<file path="src/rtl/hdr_gainmap_metadata_parser_core_macros.svh">
// Assertion macros used by the gain-map metadata parser RTL.
// Each macro expects signals clk and rst_n in the scope where it is used.
`ifndef HDR_GAINMAP_METADATA_PARSER_CORE_MACROS_SVH
`define HDR_GAINMAP_METADATA_PARSER_CORE_MACROS_SVH

// Condition that must hold at every clock edge out of reset.
`define HGMP_ASSERT_ALWAYS(lbl, cond, msg) \
  lbl: assert property (@(posedge clk) disable iff (!rst_n) (cond)) else $error(msg);

// Condition that, when seen, requires a consequence at the next clock edge.
`define HGMP_ASSERT_NEXT(lbl, pre, post, msg) \
  lbl: assert property (@(posedge clk) disable iff (!rst_n) (pre) |=> (post)) else $error(msg);

`endif

</file>
<file path="src/rtl/hgmp_pkg.sv">
// Types and constants for the gain-map metadata parser.
// Used by hgmp_parser, hgmp_out_queue and the top level; no dependencies.
package hgmp_pkg;

  // Parser phases
  typedef enum logic [3:0] {
    PH_HEADER      = 4'd0,
    PH_TOTAL_HI    = 4'd1,
    PH_TOTAL_LO    = 4'd2,
    PH_STATIC_HI   = 4'd3,
    PH_STATIC_LO   = 4'd4,
    PH_STATIC_DATA = 4'd5,
    PH_DYN_HI      = 4'd6,
    PH_DYN_LO      = 4'd7,
    PH_DYN_PREFIX  = 4'd8,
    PH_DYN_DATA    = 4'd9
  } phase_t;

  // Result kinds
  localparam logic [1:0] KIND_STATIC  = 2'd0;
  localparam logic [1:0] KIND_DYNAMIC = 2'd1;
  localparam logic [1:0] KIND_VERDICT = 2'd2;

  // Verdict codes
  localparam logic [2:0] ST_OK        = 3'd0;
  localparam logic [2:0] ST_TAG       = 3'd1;
  localparam logic [2:0] ST_FRAMES    = 3'd2;
  localparam logic [2:0] ST_FILETYPE  = 3'd3;
  localparam logic [2:0] ST_NO_META   = 3'd4;
  localparam logic [2:0] ST_OVERFLOW  = 3'd5;
  localparam logic [2:0] ST_TRUNCATED = 3'd6;

  // Header layout and limits
  localparam logic [15:0] TAG_BYTES      = 16'd6;
  localparam logic [15:0] POS_FRAMES     = 16'd9;
  localparam logic [15:0] POS_FILETYPE   = 16'd10;
  localparam logic [15:0] POS_METATYPE   = 16'd11;
  localparam logic [15:0] POS_HEADER_END = 16'd13;
  localparam logic [15:0] MIN_LENGTH     = 16'd16;
  localparam logic [15:0] POS_SATURATED  = 16'hFFFF;
  localparam logic [7:0]  MIN_FRAME_COUNT = 8'd2;
  localparam logic [7:0]  FILE_TYPE_GAINMAP = 8'd2;
  localparam logic [15:0] DYN_PREFIX_SIZE   = 16'd5;

  // One result item
  typedef struct packed {
    logic [1:0] item_kind;
    logic [7:0] out_byte;
    logic [2:0] status;
    logic       last_result;
  } result_t;

  // Results produced by one accepted byte, in order
  typedef struct packed {
    logic [1:0] count;
    result_t    first;
    result_t    second;
  } push_t;

  // Expected tag "ITUT35"
  function automatic logic [7:0] tag_byte(input logic [2:0] idx);
    logic [7:0] b;
    case (idx)
      3'd0:    b = 8'h49;
      3'd1:    b = 8'h54;
      3'd2:    b = 8'h55;
      3'd3:    b = 8'h54;
      3'd4:    b = 8'h33;
      3'd5:    b = 8'h35;
      default: b = 8'h00;
    endcase
    return b;
  endfunction

endpackage

</file>
<file path="src/rtl/hgmp_parser.sv">
// Byte-level parser state and per-byte decision logic.
// Depends on hgmp_pkg; produces up to two results per transfer.
module hgmp_parser
  import hgmp_pkg::*;
(
  input  logic        clk,
  input  logic        rst_n,
  input  logic        in_fire,
  input  logic [7:0]  data_byte,
  input  logic [15:0] payload_length,
  input  logic        end_of_marker,
  output push_t       push
);

  phase_t      phase_r, phase_nxt;
  logic [15:0] pos_r, pos_nxt;
  logic [15:0] len_r, len_nxt;
  logic [15:0] rem_r, rem_nxt;
  logic [7:0]  size_hi_r, size_hi_nxt;
  logic        verdict_sent_r, verdict_sent_nxt;

  logic [15:0] len_eff;
  logic [15:0] room;
  logic [15:0] size;
  logic [15:0] rem_dec;
  logic [7:0]  pre_dec;
  logic        data_v;
  logic [1:0]  data_kind;
  logic        verd_v;
  logic [2:0]  verd_st;
  result_t     data_res, verd_res;

  assign len_eff = (pos_r == 16'd0) ? payload_length : len_r;
  assign room    = len_eff - pos_r - 16'd1;
  assign size    = {size_hi_r, data_byte};
  assign rem_dec = (rem_r != 16'd0) ? rem_r - 16'd1 : 16'd0;
  assign pre_dec = (size_hi_r != 8'd0) ? size_hi_r - 8'd1 : 8'd0;

  // Decide the next state and the results of this byte
  always_comb begin
    phase_nxt        = phase_r;
    pos_nxt          = (pos_r != POS_SATURATED) ? pos_r + 16'd1 : pos_r;
    len_nxt          = len_eff;
    rem_nxt          = rem_r;
    size_hi_nxt      = size_hi_r;
    data_v           = 1'b0;
    data_kind        = KIND_STATIC;
    verd_v           = 1'b0;
    verd_st          = ST_OK;
    if (!verdict_sent_r) begin
      if (pos_r >= len_eff) begin
        verd_v  = 1'b1;
        verd_st = ST_TRUNCATED;
      end else begin
        case (phase_r)
          PH_HEADER: begin
            if (pos_r < TAG_BYTES) begin
              if (data_byte != tag_byte(pos_r[2:0])) begin
                verd_v  = 1'b1;
                verd_st = ST_TAG;
              end
            end else if (pos_r == POS_FRAMES) begin
              if (data_byte < MIN_FRAME_COUNT) begin
                verd_v  = 1'b1;
                verd_st = ST_FRAMES;
              end
            end else if (pos_r == POS_FILETYPE) begin
              if (data_byte != FILE_TYPE_GAINMAP) begin
                verd_v  = 1'b1;
                verd_st = ST_FILETYPE;
              end
            end else if (pos_r == POS_METATYPE) begin
              if (data_byte == 8'd0 || len_eff <= MIN_LENGTH) begin
                verd_v  = 1'b1;
                verd_st = ST_NO_META;
              end
            end
            if (pos_r >= POS_HEADER_END) phase_nxt = PH_TOTAL_HI;
          end
          PH_TOTAL_HI: begin
            size_hi_nxt = data_byte;
            phase_nxt   = PH_TOTAL_LO;
          end
          PH_STATIC_HI: begin
            size_hi_nxt = data_byte;
            phase_nxt   = PH_STATIC_LO;
          end
          PH_DYN_HI: begin
            size_hi_nxt = data_byte;
            phase_nxt   = PH_DYN_LO;
          end
          PH_TOTAL_LO: begin
            if (size > room) begin
              verd_v  = 1'b1;
              verd_st = ST_OVERFLOW;
            end else begin
              phase_nxt = PH_STATIC_HI;
            end
          end
          PH_STATIC_LO: begin
            if (size > room) begin
              verd_v  = 1'b1;
              verd_st = ST_OVERFLOW;
            end else if (size != 16'd0) begin
              rem_nxt   = size;
              phase_nxt = PH_STATIC_DATA;
            end else begin
              phase_nxt = PH_DYN_HI;
            end
          end
          PH_STATIC_DATA: begin
            data_v    = 1'b1;
            data_kind = KIND_STATIC;
            rem_nxt   = rem_dec;
            if (rem_dec == 16'd0) phase_nxt = PH_DYN_HI;
          end
          PH_DYN_LO: begin
            if (size == 16'd0) begin
              verd_v  = 1'b1;
              verd_st = ST_OK;
            end else if (size > room || size < DYN_PREFIX_SIZE) begin
              verd_v  = 1'b1;
              verd_st = ST_OVERFLOW;
            end else begin
              rem_nxt     = size - DYN_PREFIX_SIZE;
              size_hi_nxt = DYN_PREFIX_SIZE[7:0];
              phase_nxt   = PH_DYN_PREFIX;
            end
          end
          PH_DYN_PREFIX: begin
            size_hi_nxt = pre_dec;
            if (pre_dec == 8'd0) begin
              if (rem_r == 16'd0) begin
                verd_v  = 1'b1;
                verd_st = ST_OK;
              end else begin
                phase_nxt = PH_DYN_DATA;
              end
            end
          end
          PH_DYN_DATA: begin
            data_v    = 1'b1;
            data_kind = KIND_DYNAMIC;
            rem_nxt   = rem_dec;
            if (rem_dec == 16'd0) begin
              verd_v  = 1'b1;
              verd_st = ST_OK;
            end
          end
          default: begin
            verd_v  = 1'b1;
            verd_st = ST_TRUNCATED;
          end
        endcase
      end
    end
    verdict_sent_nxt = verdict_sent_r | verd_v;
    // End of marker: close with truncation if still open, then rearm
    if (end_of_marker) begin
      if (!verdict_sent_nxt) begin
        verd_v  = 1'b1;
        verd_st = ST_TRUNCATED;
      end
      phase_nxt        = PH_HEADER;
      pos_nxt          = 16'd0;
      len_nxt          = 16'd0;
      rem_nxt          = 16'd0;
      size_hi_nxt      = 8'd0;
      verdict_sent_nxt = 1'b0;
    end
  end

  // Pack results in order: data byte first, verdict after it
  always_comb begin
    data_res = '{item_kind: data_kind, out_byte: data_byte, status: ST_OK, last_result: 1'b0};
    verd_res = '{item_kind: KIND_VERDICT, out_byte: 8'd0, status: verd_st, last_result: 1'b1};
    push.first  = data_v ? data_res : verd_res;
    push.second = verd_res;
    push.count  = in_fire ? ({1'b0, data_v} + {1'b0, verd_v}) : 2'd0;
  end

  // Advance parser state on each transfer
  always_ff @(posedge clk) begin
    if (!rst_n) begin
      phase_r        <= PH_HEADER;
      pos_r          <= 16'd0;
      len_r          <= 16'd0;
      rem_r          <= 16'd0;
      size_hi_r      <= 8'd0;
      verdict_sent_r <= 1'b0;
    end else if (in_fire) begin
      phase_r        <= phase_nxt;
      pos_r          <= pos_nxt;
      len_r          <= len_nxt;
      rem_r          <= rem_nxt;
      size_hi_r      <= size_hi_nxt;
      verdict_sent_r <= verdict_sent_nxt;
    end
  end

endmodule

</file>
<file path="src/rtl/hgmp_out_queue.sv">
// Result queue that takes up to two results per cycle and delivers one unless the output stalls.
// Depends on hgmp_pkg and the assertion macros header.
`include "hdr_gainmap_metadata_parser_core_macros.svh"

module hgmp_out_queue
  import hgmp_pkg::*;
#(
  parameter int DEPTH = 4
) (
  input  logic    clk,
  input  logic    rst_n,
  input  push_t   push,
  output logic    room_two,
  output logic    out_valid,
  input  logic    out_stall,
  output result_t out_res
);

  localparam int PTR_W = (DEPTH > 1) ? $clog2(DEPTH) : 1;
  localparam int CNT_W = $clog2(DEPTH + 1);
  localparam logic [PTR_W-1:0] PTR_LAST = PTR_W'(DEPTH - 1);

  result_t            mem_r [DEPTH];
  logic [PTR_W-1:0]   wr_ptr_r, wr_ptr_nxt;
  logic [PTR_W-1:0]   rd_ptr_r, rd_ptr_nxt;
  logic [CNT_W-1:0]   count_r, count_nxt;
  logic [PTR_W-1:0]   wr_ptr_p1, wr_ptr_p2;
  logic               pop;

  assign wr_ptr_p1 = (wr_ptr_r == PTR_LAST) ? '0 : wr_ptr_r + 1'b1;
  assign wr_ptr_p2 = (wr_ptr_p1 == PTR_LAST) ? '0 : wr_ptr_p1 + 1'b1;

  assign out_valid = (count_r != '0);
  assign out_res   = mem_r[rd_ptr_r];
  assign pop       = out_valid && !out_stall;
  assign room_two  = (count_r <= CNT_W'(DEPTH - 2));

  // Update pointers and fill level
  always_comb begin
    wr_ptr_nxt = wr_ptr_r;
    case (push.count)
      2'd1:    wr_ptr_nxt = wr_ptr_p1;
      2'd2:    wr_ptr_nxt = wr_ptr_p2;
      default: wr_ptr_nxt = wr_ptr_r;
    endcase
    rd_ptr_nxt = pop ? ((rd_ptr_r == PTR_LAST) ? '0 : rd_ptr_r + 1'b1) : rd_ptr_r;
    count_nxt  = count_r + CNT_W'(push.count) - CNT_W'(pop);
  end

  always_ff @(posedge clk) begin
    if (!rst_n) begin
      wr_ptr_r <= '0;
      rd_ptr_r <= '0;
      count_r  <= '0;
    end else begin
      wr_ptr_r <= wr_ptr_nxt;
      rd_ptr_r <= rd_ptr_nxt;
      count_r  <= count_nxt;
    end
  end

  // Store pushed results
  always_ff @(posedge clk) begin
    if (push.count != 2'd0) mem_r[wr_ptr_r]  <= push.first;
    if (push.count == 2'd2) mem_r[wr_ptr_p1] <= push.second;
  end

  `HGMP_ASSERT_ALWAYS(a_count_bound, count_r <= CNT_W'(DEPTH), "queue overfilled")
  `HGMP_ASSERT_ALWAYS(a_push_room, push.count == 2'd0 || room_two, "push without room")
  `HGMP_ASSERT_NEXT(a_empty_holds, count_r == '0 && push.count == 2'd0, count_r == '0,
                    "empty queue gained an entry without a push")

endmodule

</file>
<file path="src/rtl/hdr_gainmap_metadata_parser_core.sv">
// Top level of the gain-map HDR metadata parser for one APP8 marker payload.
// Depends on hgmp_pkg, hgmp_parser and hgmp_out_queue.

// The block takes one payload byte per clock while not stalled and answers
// each byte within the same transfer cycle into a small result queue: static
// bytes come out as kind 0, dynamic bytes as kind 1, and every marker ends
// with exactly one verdict (kind 2, last_result set). A byte yields at most
// one result, except the last dynamic data byte, or a data byte that also
// ends the marker early, which yields the data byte and the verdict.
// The input stalls while the result queue has fewer than two free entries, so
// with the output draining every cycle the block sustains one byte per cycle;
// the queue's single read port sets the output at one result per cycle.
module hdr_gainmap_metadata_parser_core
  import hgmp_pkg::*;
#(
  parameter int QUEUE_DEPTH = 4
) (
  input  logic        clk,
  input  logic        rst_n,
  input  logic        in_valid,
  output logic        in_stall,
  input  logic [7:0]  in_data_byte,
  input  logic [15:0] in_payload_length,
  input  logic        in_end_of_marker,
  output logic        out_valid,
  input  logic        out_stall,
  output logic [1:0]  out_item_kind,
  output logic [7:0]  out_out_byte,
  output logic [2:0]  out_status,
  output logic        out_last_result
);

  push_t   push;
  logic    room_two;
  logic    in_fire;
  result_t out_res;

  // Accept a byte only when two result slots are free
  assign in_stall = !room_two;
  assign in_fire  = in_valid && room_two;

  hgmp_parser u_parser (
    .clk            (clk),
    .rst_n          (rst_n),
    .in_fire        (in_fire),
    .data_byte      (in_data_byte),
    .payload_length (in_payload_length),
    .end_of_marker  (in_end_of_marker),
    .push           (push)
  );

  hgmp_out_queue #(
    .DEPTH (QUEUE_DEPTH)
  ) u_queue (
    .clk       (clk),
    .rst_n     (rst_n),
    .push      (push),
    .room_two  (room_two),
    .out_valid (out_valid),
    .out_stall (out_stall),
    .out_res   (out_res)
  );

  assign out_item_kind   = out_res.item_kind;
  assign out_out_byte    = out_res.out_byte;
  assign out_status      = out_res.status;
  assign out_last_result = out_res.last_result;

endmodule
</file>
<file path="config.mk">
export PLATFORM = sky130hd
export DESIGN_NAME = hdr_gainmap_metadata_parser_core
export DESIGN_NICKNAME = d
export VERILOG_FILES = /design/src/rtl/hgmp_pkg.sv /design/src/rtl/hgmp_parser.sv /design/src/rtl/hgmp_out_queue.sv /design/src/rtl/hdr_gainmap_metadata_parser_core.sv
export VERILOG_INCLUDE_DIRS = /design/src /design/src/rtl
export SDC_FILE = /design/constraint.sdc
export NUM_CORES = 1
export LEC_CHECK = 0
export BUFFER_PORTS_ARGS = -buffer_cell sky130_fd_sc_hd__buf_4
export CORE_MARGIN = 10
export CORE_UTILIZATION = 31
export CTS_BUF_LIST = sky130_fd_sc_hd__clkbuf_4
export DETAILED_ROUTE_END_ITERATION = 16
export PLACE_DENSITY = 0.53
export SLEW_MARGIN = 5
export SYNTH_ARGS = -nofsm -noshare
export SYNTH_HDL_FRONTEND = slang
export SYNTH_SLANG_ARGS = --single-unit
</file>
<file path="constraint.sdc">
create_clock -name clk -period 16.9 [get_ports clk]
set_input_delay 2.535 -clock clk [delete_from_list [all_inputs] [get_ports clk]]
set_output_delay 2.535 -clock clk [all_outputs]
set_load 0.01 [all_outputs]
</file>
Word level (Yosys, flattened, before mapping)
Memories as Yosys holds them, arrays and structs flattened. A register that Yosys moved wholly into a read port is not among the register bits.
Cells that the tools add are included.
{"block": "word_totals", "register_bits": 68, "ramBits": 56, "memories": 1}
{"block": "classes", "n_eq_ne": 36, "n_addsub": 12, "n_bitwise": 1, "muxes": 92, "n_lt_le_gt_ge": 8, "n_reduce_logical": 34}
{"memory": "u_queue.mem_r", "words": 4, "width": 14, "read_ports": 1, "rd_clocked_by_memory_dff": 1, "wr": 2, "line_no": "hgmp_out_queue.sv:23", "text": "result_t mem_r [DEPTH];"}
{"operator": "$mux W16", "count": 12}
{"operator": "$mux W8", "count": 10}
{"operator": "$logic_not A16 Y1", "count": 4}
{"operator": "$eq A16 B4 Y1 const B", "count": 3}
{"operator": "$pmux W16 S3", "count": 1}
{"operator": "$mux W4", "count": 11}
{"operator": "$mux W3", "count": 12}
{"operator": "$pmux W4 S9", "count": 1}
{"operator": "$pmux W7 S5", "count": 1}
{"operator": "$lt A16 B3 Y1 const B", "count": 2}
{"operator": "$reduce_bool A16 Y1", "count": 2}
{"operator": "$sub A16 B1 Y16 const B", "count": 2}
{"operator": "$mux W1", "count": 28}
{"operator": "$pmux W8 S3", "count": 1}
{"operator": "$mux W2", "count": 11}
{"operator": "$add A16 B1 Y16 const B", "count": 1}
{"operator": "$eq A4 B3 Y1 const B", "count": 4}
{"operator": "$ge A16 B16 Y1", "count": 1}
{"operator": "$ge A16 B4 Y1 const B", "count": 1}
{"operator": "$gt A16 B16 Y1", "count": 1}
{"operator": "$le A16 B5 Y1 const B", "count": 1}
{"operator": "$logic_not A8 Y1", "count": 2}
{"operator": "$ne A16 B16 Y1 const B", "count": 1}
{"operator": "$sub A16 B16 Y16", "count": 1}
{"operator": "44 further kinds", "count": 69}

Longest topological paths before layout
{"block": "depth", "ltp_word": 21, "ltp_mapped": 34}

Cells and area by module
From an unflattened synthesis, not the netlist that was laid out.
{"block": "unflattened", "hier_cells": 1072, "hier_area_um2": 9882.0}
{"module": "hgmp_parser", "seq_area_each_um2": 1221.2, "cells_each": 866, "instances": 1, "area_per_inst_um2": 6373.6}
{"module": "hgmp_out_queue", "seq_area_each_um2": 1861.8, "cells_each": 204, "instances": 1, "area_per_inst_um2": 3498.4}
{"module": "hdr_gainmap_metadata_parser_core", "seq_area_each_um2": 0.0, "cells_each": 2, "instances": 1, "area_per_inst_um2": 10.0}

Worst setup path before layout
No wires, ideal clock.
{"block": "synth_timing", "path_kind": "input -> register", "startpoint": "input port in_payload_length[0]", "endpoint": "register u_queue.count_r[2]", "setup_time_ns": 0.128, "path_buffers": 0, "arrival_time_ns": 7.899, "setup_slack_ns": 8.873, "stages": 26, "cell_sequence": "mux2_2 ha_1 fa_1 a21o_1 a21oi_1 o21bai_1 a21oi_1 o21ai_0 a21oi_1 o21ai_0 a311oi_1 ha_1 nand4_1 nor4_1 a21bo_2 a31oi_1 o21ai_0 o2111a_1 a31oi_1 ha_1 nand2_1 ha_1 fa_1 xnor2_1 xnor2_1 nor2_1"}
{"block": "synth_between", "elab_chain_cells": 18}
{"element": "start: declaration", "line_no": "hdr_gainmap_metadata_parser_core.sv:23", "text": "input logic [15:0] in_payload_length,"}
{"element": "$mux W16 *", "line_no": "hgmp_parser.sv:33", "text": "assign len_eff = (pos_r == 16'd0) ? payload_length : len_r;"}
{"element": "parallel branches: the longest is 13 deep, another holds $sub A16 B16 Y16"}
{"element": "$add A1 B1 Y2 *", "line_no": "hgmp_parser.sv:179", "text": "push.count = in_fire ? ({1'b0, data_v} + {1'b0, verd_v}) : 2'd0;"}
{"element": "$mux W2 *", "line_no": "hgmp_parser.sv:179"}
{"element": "$add A3 B2 Y3 *", "line_no": "hgmp_out_queue.sv:47", "text": "count_nxt = count_r + CNT_W'(push.count) - CNT_W'(pop);"}
{"element": "$sub A3 B1 Y3 *", "line_no": "hgmp_out_queue.sv:47"}
{"element": "end signal: assignment", "line_no": "hgmp_out_queue.sv:58", "text": "count_r <= count_nxt;"}
{"element": "end: declaration", "line_no": "hgmp_out_queue.sv:26", "text": "logic [CNT_W-1:0] count_r, count_nxt;"}
Mark *: on every way between the ends.
A chain may end at the register's enable or synchronous reset.

==> load_flow_metrics.sql <==
INSERT INTO impl_metrics (metric_group, metric, value, unit) VALUES
('run_status', 'status', 'finished, final reports clean', ''),
('detailed_routing', 'drt-total-wl', '26600', 'um'),
('flow_run', 'drv.max_cap_violation_count', '0', ''),
('pwr', 'irDropWorstVdd', '39.2', 'uV'),
('critical_path', 'criticalPathCategory', 'flop to flop', ''),
('detailed_routing', 'via_count', '8158', ''),
('pwr', 'clock_power_share', '25.6', '%'),
('placed_design', 'io_buffer_count', '44', ''),
('critical_path', 'worstPathArrival', '9.02', 'ns'),
('final_layout', 'post_route_cells_drive_above_1_share', '10.4', '%'),
('critical_path', 'path_common_cell', 'sky130_fd_sc_hd__ha_1', ''),
('final_layout', 'layout_common_cells', '119 x sky130_fd_sc_hd__nand2_1, 110 x sky130_fd_sc_hd__dfxtp_1, 102 x sky130_fd_sc_hd__nor2_1', ''),
('sta', 'slew_worst_pin', '1.13', 'ns'),
('placed_design', 'hpwl', '19600', 'um'),
('detailed_routing', 'drt_drc_violations_left', '0', ''),
('clocking', 'ctsResizeCount', '0', ''),
('clocking', 'postCtsSetupRepairBufs', '0', ''),
('final_layout', 'layout_commonest_cell', 'sky130_fd_sc_hd__nand2_1', ''),
('yosys', 'seq_area_frac_synth', '28.4', '%'),
('sta', 'setup_tns', '0', 'ns'),
('pwr', 'pwr-share-seq', '39.2', '%'),
('detailed_routing', 'detail_route.iter0.violations', '702', ''),
('die', 'number_of_top_level_pins', '45', ''),
('grt', 'grt_usage', '14.4', '%'),
('yosys', 'dominantRegCellSynth', 'sky130_fd_sc_hd__dfxtp_1', ''),
('detailed_routing', 'routed_wire_length_per_instance', '17.3', 'um'),
('yosys', 'yosysUniqueCellTypes', '78', ''),
('final_layout', 'regArea', '0.00256', 'mm^2'),
('critical_path', 'worst_setup_path_startpoint', 'u_parser.pos_r[1]$_SDFFE_PN0P_', ''),
('critical_path', 'rr_worst_depth', '30', ''),
('clocking', 'cts.sink_count', '122', ''),
('clocking', 'clockRootBuffer', 'sky130_fd_sc_hd__clkbuf_4', ''),
('final_layout', 'multi_input_comb_area', '0.00593', 'mm^2'),
('yosys', 'number_of_enable_type_register_cells_in_the_synthesized_netlist', '12', ''),
('critical_path', 'timing.critical_path.from_type', 'flop', ''),
('critical_path', 'critPathMaxStageDelay', '0.76', 'ns'),
('sta', 'skew', '0.0329', 'ns'),
('pwr', 'power_density_over_cell_area', '88.5', 'mW/mm^2'),
('placed_design', 'placedInstanceArea', '0.00958', 'mm^2'),
('yosys', 'synthesis.area', '0.00902', 'mm^2'),
('clocking', 'number_of_buffers_inserted_during_clock_tree_synthesis', '17', ''),
('yosys', 'synth.ff_latch_count', '122', ''),
('yosys', 'postSynthNetCount', '1241', ''),
('clocking', 'cts_tree', 'yes', ''),
('yosys', 'postSynth.asyncResetShare', '0', '%'),
('critical_path', 'last_element_of_the_critical_path', 'u_queue.mem_r[2][3]$_DFFE_PP_', ''),
('detailed_routing', 'number_of_nets_with_antenna_violations_after_detailed_routing', '0', ''),
('placed_design', 'pre_cts_slack', '7.75', 'ns'),
('sta', 'report.final.slew_viol_count', '0', ''),
('critical_path', 'worst-r2r-setup-slack', '8.21', 'ns'),
('grt', 'largest_net_degree_at_the_start_of_global_routing', '38', ''),
('pwr', 'combPwrFrac', '35.3', '%'),
('grt', 'grt_first_pass_wirelength', '42000', 'um'),
('pwr', 'p_sw', '0.338', 'mW'),
('yosys', 'yosys_warnings', '0', ''),
('sta', 'maxClockFrequency', '0.115', 'GHz'),
('sta', 'final_hold_viol_count', '0', ''),
('grt', 'grt_pass1_vias', '7639', ''),
('critical_path', 'r2r_path_end', 'u_queue.mem_r[2][3]$_DFFE_PP_', ''),
('die', 'die_x', '191', 'um'),
('final_layout', 'nets', '1239', ''),
('sta', 'setup-violations-final', '0', ''),
('sta', 'setup_repair_after_global_routing_missed_its_margin', 'no', ''),
('yosys', 'postSynthAreaPerCell', '7.93', 'um^2'),
('pwr', 'internal_power', '0.535', 'mW'),
('critical_path', 'reg2reg_from', 'u_parser.pos_r[1]$_SDFFE_PN0P_', ''),
('detailed_routing', 'vias_per_cell', '5.32', ''),
('critical_path', 'timing.critical_path.fanout_max', '16', ''),
('detailed_routing', 'detailedRoute.firstPassIterationCount', '5', ''),
('placed_design', 'place_congestion', '0.836', ''),
('critical_path', 'crit_slowest_cell', 'sky130_fd_sc_hd__or3_1', '');
==> per-layer routing <==
metal | wire length (um) | vias up | GRT usage (%)
met5 | 0 | - | 0
met4 | 366 | 0 | 4.03
met3 | 1180 | 25 | 2.91
met2 | 12100 | 190 | 23.2
met1 | 12900 | 3889 | 19.2
li1 | - | 4054 | -
==> power groups by stage <==
stage / logic [mW] / registers [mW] / clock network [mW]
floorplan: 0.237 / 0.333 / 0
global placement: 0.306 / 0.349 / 0
detailed placement: 0.308 / 0.349 / 0
CTS: 0.310 / 0.342 / 0.230
global route: 0.344 / 0.346 / 0.243
finish: 0.308 / 0.342 / 0.223
==> worst min path at each step <==
stage	slack, ns	from	cells after the start	to
2_1_floorplan	0.43	u_queue.mem_r[1][0]$_SDFFE_PP1N_	1	u_queue.mem_r[1][0]$_SDFFE_PP1N_
3_3_place_gp	0.44	u_queue.mem_r[2][12]$_SDFFE_PP0N_	2	u_queue.mem_r[2][12]$_SDFFE_PP0N_
3_5_place_dp	0.44	u_queue.mem_r[3][4]$_SDFFE_PP0N_	2	u_queue.mem_r[3][4]$_SDFFE_PP0N_
4_1_cts	0.46	u_queue.mem_r[3][4]$_SDFFE_PP0N_	2	u_queue.mem_r[3][4]$_SDFFE_PP0N_
5_1_grt	0.48	u_queue.mem_r[3][4]$_SDFFE_PP0N_	2	u_queue.mem_r[3][4]$_SDFFE_PP0N_
6_report	0.46	u_queue.mem_r[3][4]$_SDFFE_PP0N_	2	u_queue.mem_r[3][4]$_SDFFE_PP0N_
==> cell usage after synthesis (4+ instances only) <==
library cell | instances | share of area (%)
sky130_fd_sc_hd__and4_1 | 4 | 0.39
sky130_fd_sc_hd__nor4_1 | 12 | 0.83
sky130_fd_sc_hd__a21o_1 | 5 | 0.42
sky130_fd_sc_hd__or4_1 | 7 | 0.58
sky130_fd_sc_hd__a31oi_1 | 9 | 0.62
sky130_fd_sc_hd__inv_1 | 61 | 2.5
sky130_fd_sc_hd__o31ai_1 | 4 | 0.33
sky130_fd_sc_hd__nand2b_1 | 15 | 1.0
sky130_fd_sc_hd__mux4_2 | 13 | 3.2
sky130_fd_sc_hd__nand3_1 | 52 | 2.9
sky130_fd_sc_hd__or2_2 | 6 | 0.42
sky130_fd_sc_hd__o21bai_1 | 12 | 1.0
sky130_fd_sc_hd__nand4_1 | 11 | 0.76
sky130_fd_sc_hd__ha_1 | 73 | 10
sky130_fd_sc_hd__xor2_1 | 11 | 1.1
sky130_fd_sc_hd__nor2_1 | 103 | 4.3
sky130_fd_sc_hd__nand2_1 | 119 | 5.0
sky130_fd_sc_hd__a211o_1 | 6 | 0.58
sky130_fd_sc_hd__nor3_1 | 33 | 1.8
sky130_fd_sc_hd__clkbuf_1 | 50 | 2.1
sky130_fd_sc_hd__a211oi_1 | 5 | 0.42
sky130_fd_sc_hd__a22oi_1 | 26 | 2.2
sky130_fd_sc_hd__nor2b_1 | 19 | 1.3
sky130_fd_sc_hd__buf_2 | 8 | 0.44
sky130_fd_sc_hd__nand3b_1 | 4 | 0.33
sky130_fd_sc_hd__xnor2_1 | 32 | 3.1
sky130_fd_sc_hd__o211ai_1 | 5 | 0.42
sky130_fd_sc_hd__and2_1 | 18 | 1.2
sky130_fd_sc_hd__a21oi_1 | 91 | 5.0
sky130_fd_sc_hd__edfxtp_1 | 12 | 4.0
sky130_fd_sc_hd__o21ai_0 | 64 | 3.6
sky130_fd_sc_hd__buf_1 | 7 | 0.29
sky130_fd_sc_hd__dfxtp_1 | 110 | 24
sky130_fd_sc_hd__or3_1 | 18 | 1.2
sky130_fd_sc_hd__mux2i_1 | 39 | 4.3
==> worst max-delay path, delay by kind of cell (launching register included) <==
| kind | cells | cell delay, ns |
|---|---|---|
| DFF | 1 | 0.54 |
| xor gates and xnor gates | 1 | 0.18 |
| buffers and inverters | 2 | 0.32 |
| and+or+nand+nor | 8 | 2.14 |
| adders and majority gates | 5 | 1.51 |
| muxes | 1 | 0.31 |
| AOI/OAI and AO/OA | 13 | 3.44 |
==> sequential cells by signal, summed over array words and instances (netlist names), named ones only <==
register,cells
u_parser.len_r,16
u_parser.verdict_sent_r,1
u_queue.wr_ptr_r,2
u_parser.phase_r,4
u_queue.mem_r,52
u_parser.pos_r,16
u_parser.rem_r,16
u_queue.count_r,3
u_queue.rd_ptr_r,2
u_parser.size_hi_r,8
==> per-stage QoR <==
stage / power [mW] / hold WS [ns] / cells / util [%]
after floorplan: 0.570 / 0.430 / 1137 / -
after global placement: 0.654 / 0.445 / 1500 / 33.4
after detailed placement: 0.657 / 0.444 / 1500 / 33.4
after CTS: 0.882 / 0.461 / 1532 / 34.4
after global routing: 0.932 / 0.484 / 1534 / 34.4
final: 0.873 / 0.461 / 1534 / 34.4
==> cell families (layout without fill, tap and decap cells) <==
family / Yosys count / after routing / synth area share, %
compound gates: 268 / 268 / 18.7
xor+xnor: 43 / 43 / 4.18
fa+ha+maj: 75 / 75 / 10.6
buf+inv: 133 / 144 / 5.92
flops: 122 / 122 / 28.4
mux: 54 / 54 / 7.82
other cells: 0 / 2 / 0
simple gates: 442 / 442 / 24.4
==> area by class of cell <==
class | instances | share of cell area [%]
Sequential cell | 122 | 26.0
Multi-Input combinational cell | 882 | 60.0
Clock buffer | 17 | 1.29
Timing Repair Buffer | 50 | 3.80
Inverter | 62 | 2.36
Tap cell | 384 | 4.87
Antenna cell | 2 | 0.0507
Clock inverter | 15 | 1.65
Note: power is estimated with default switching activity, not from simulation.
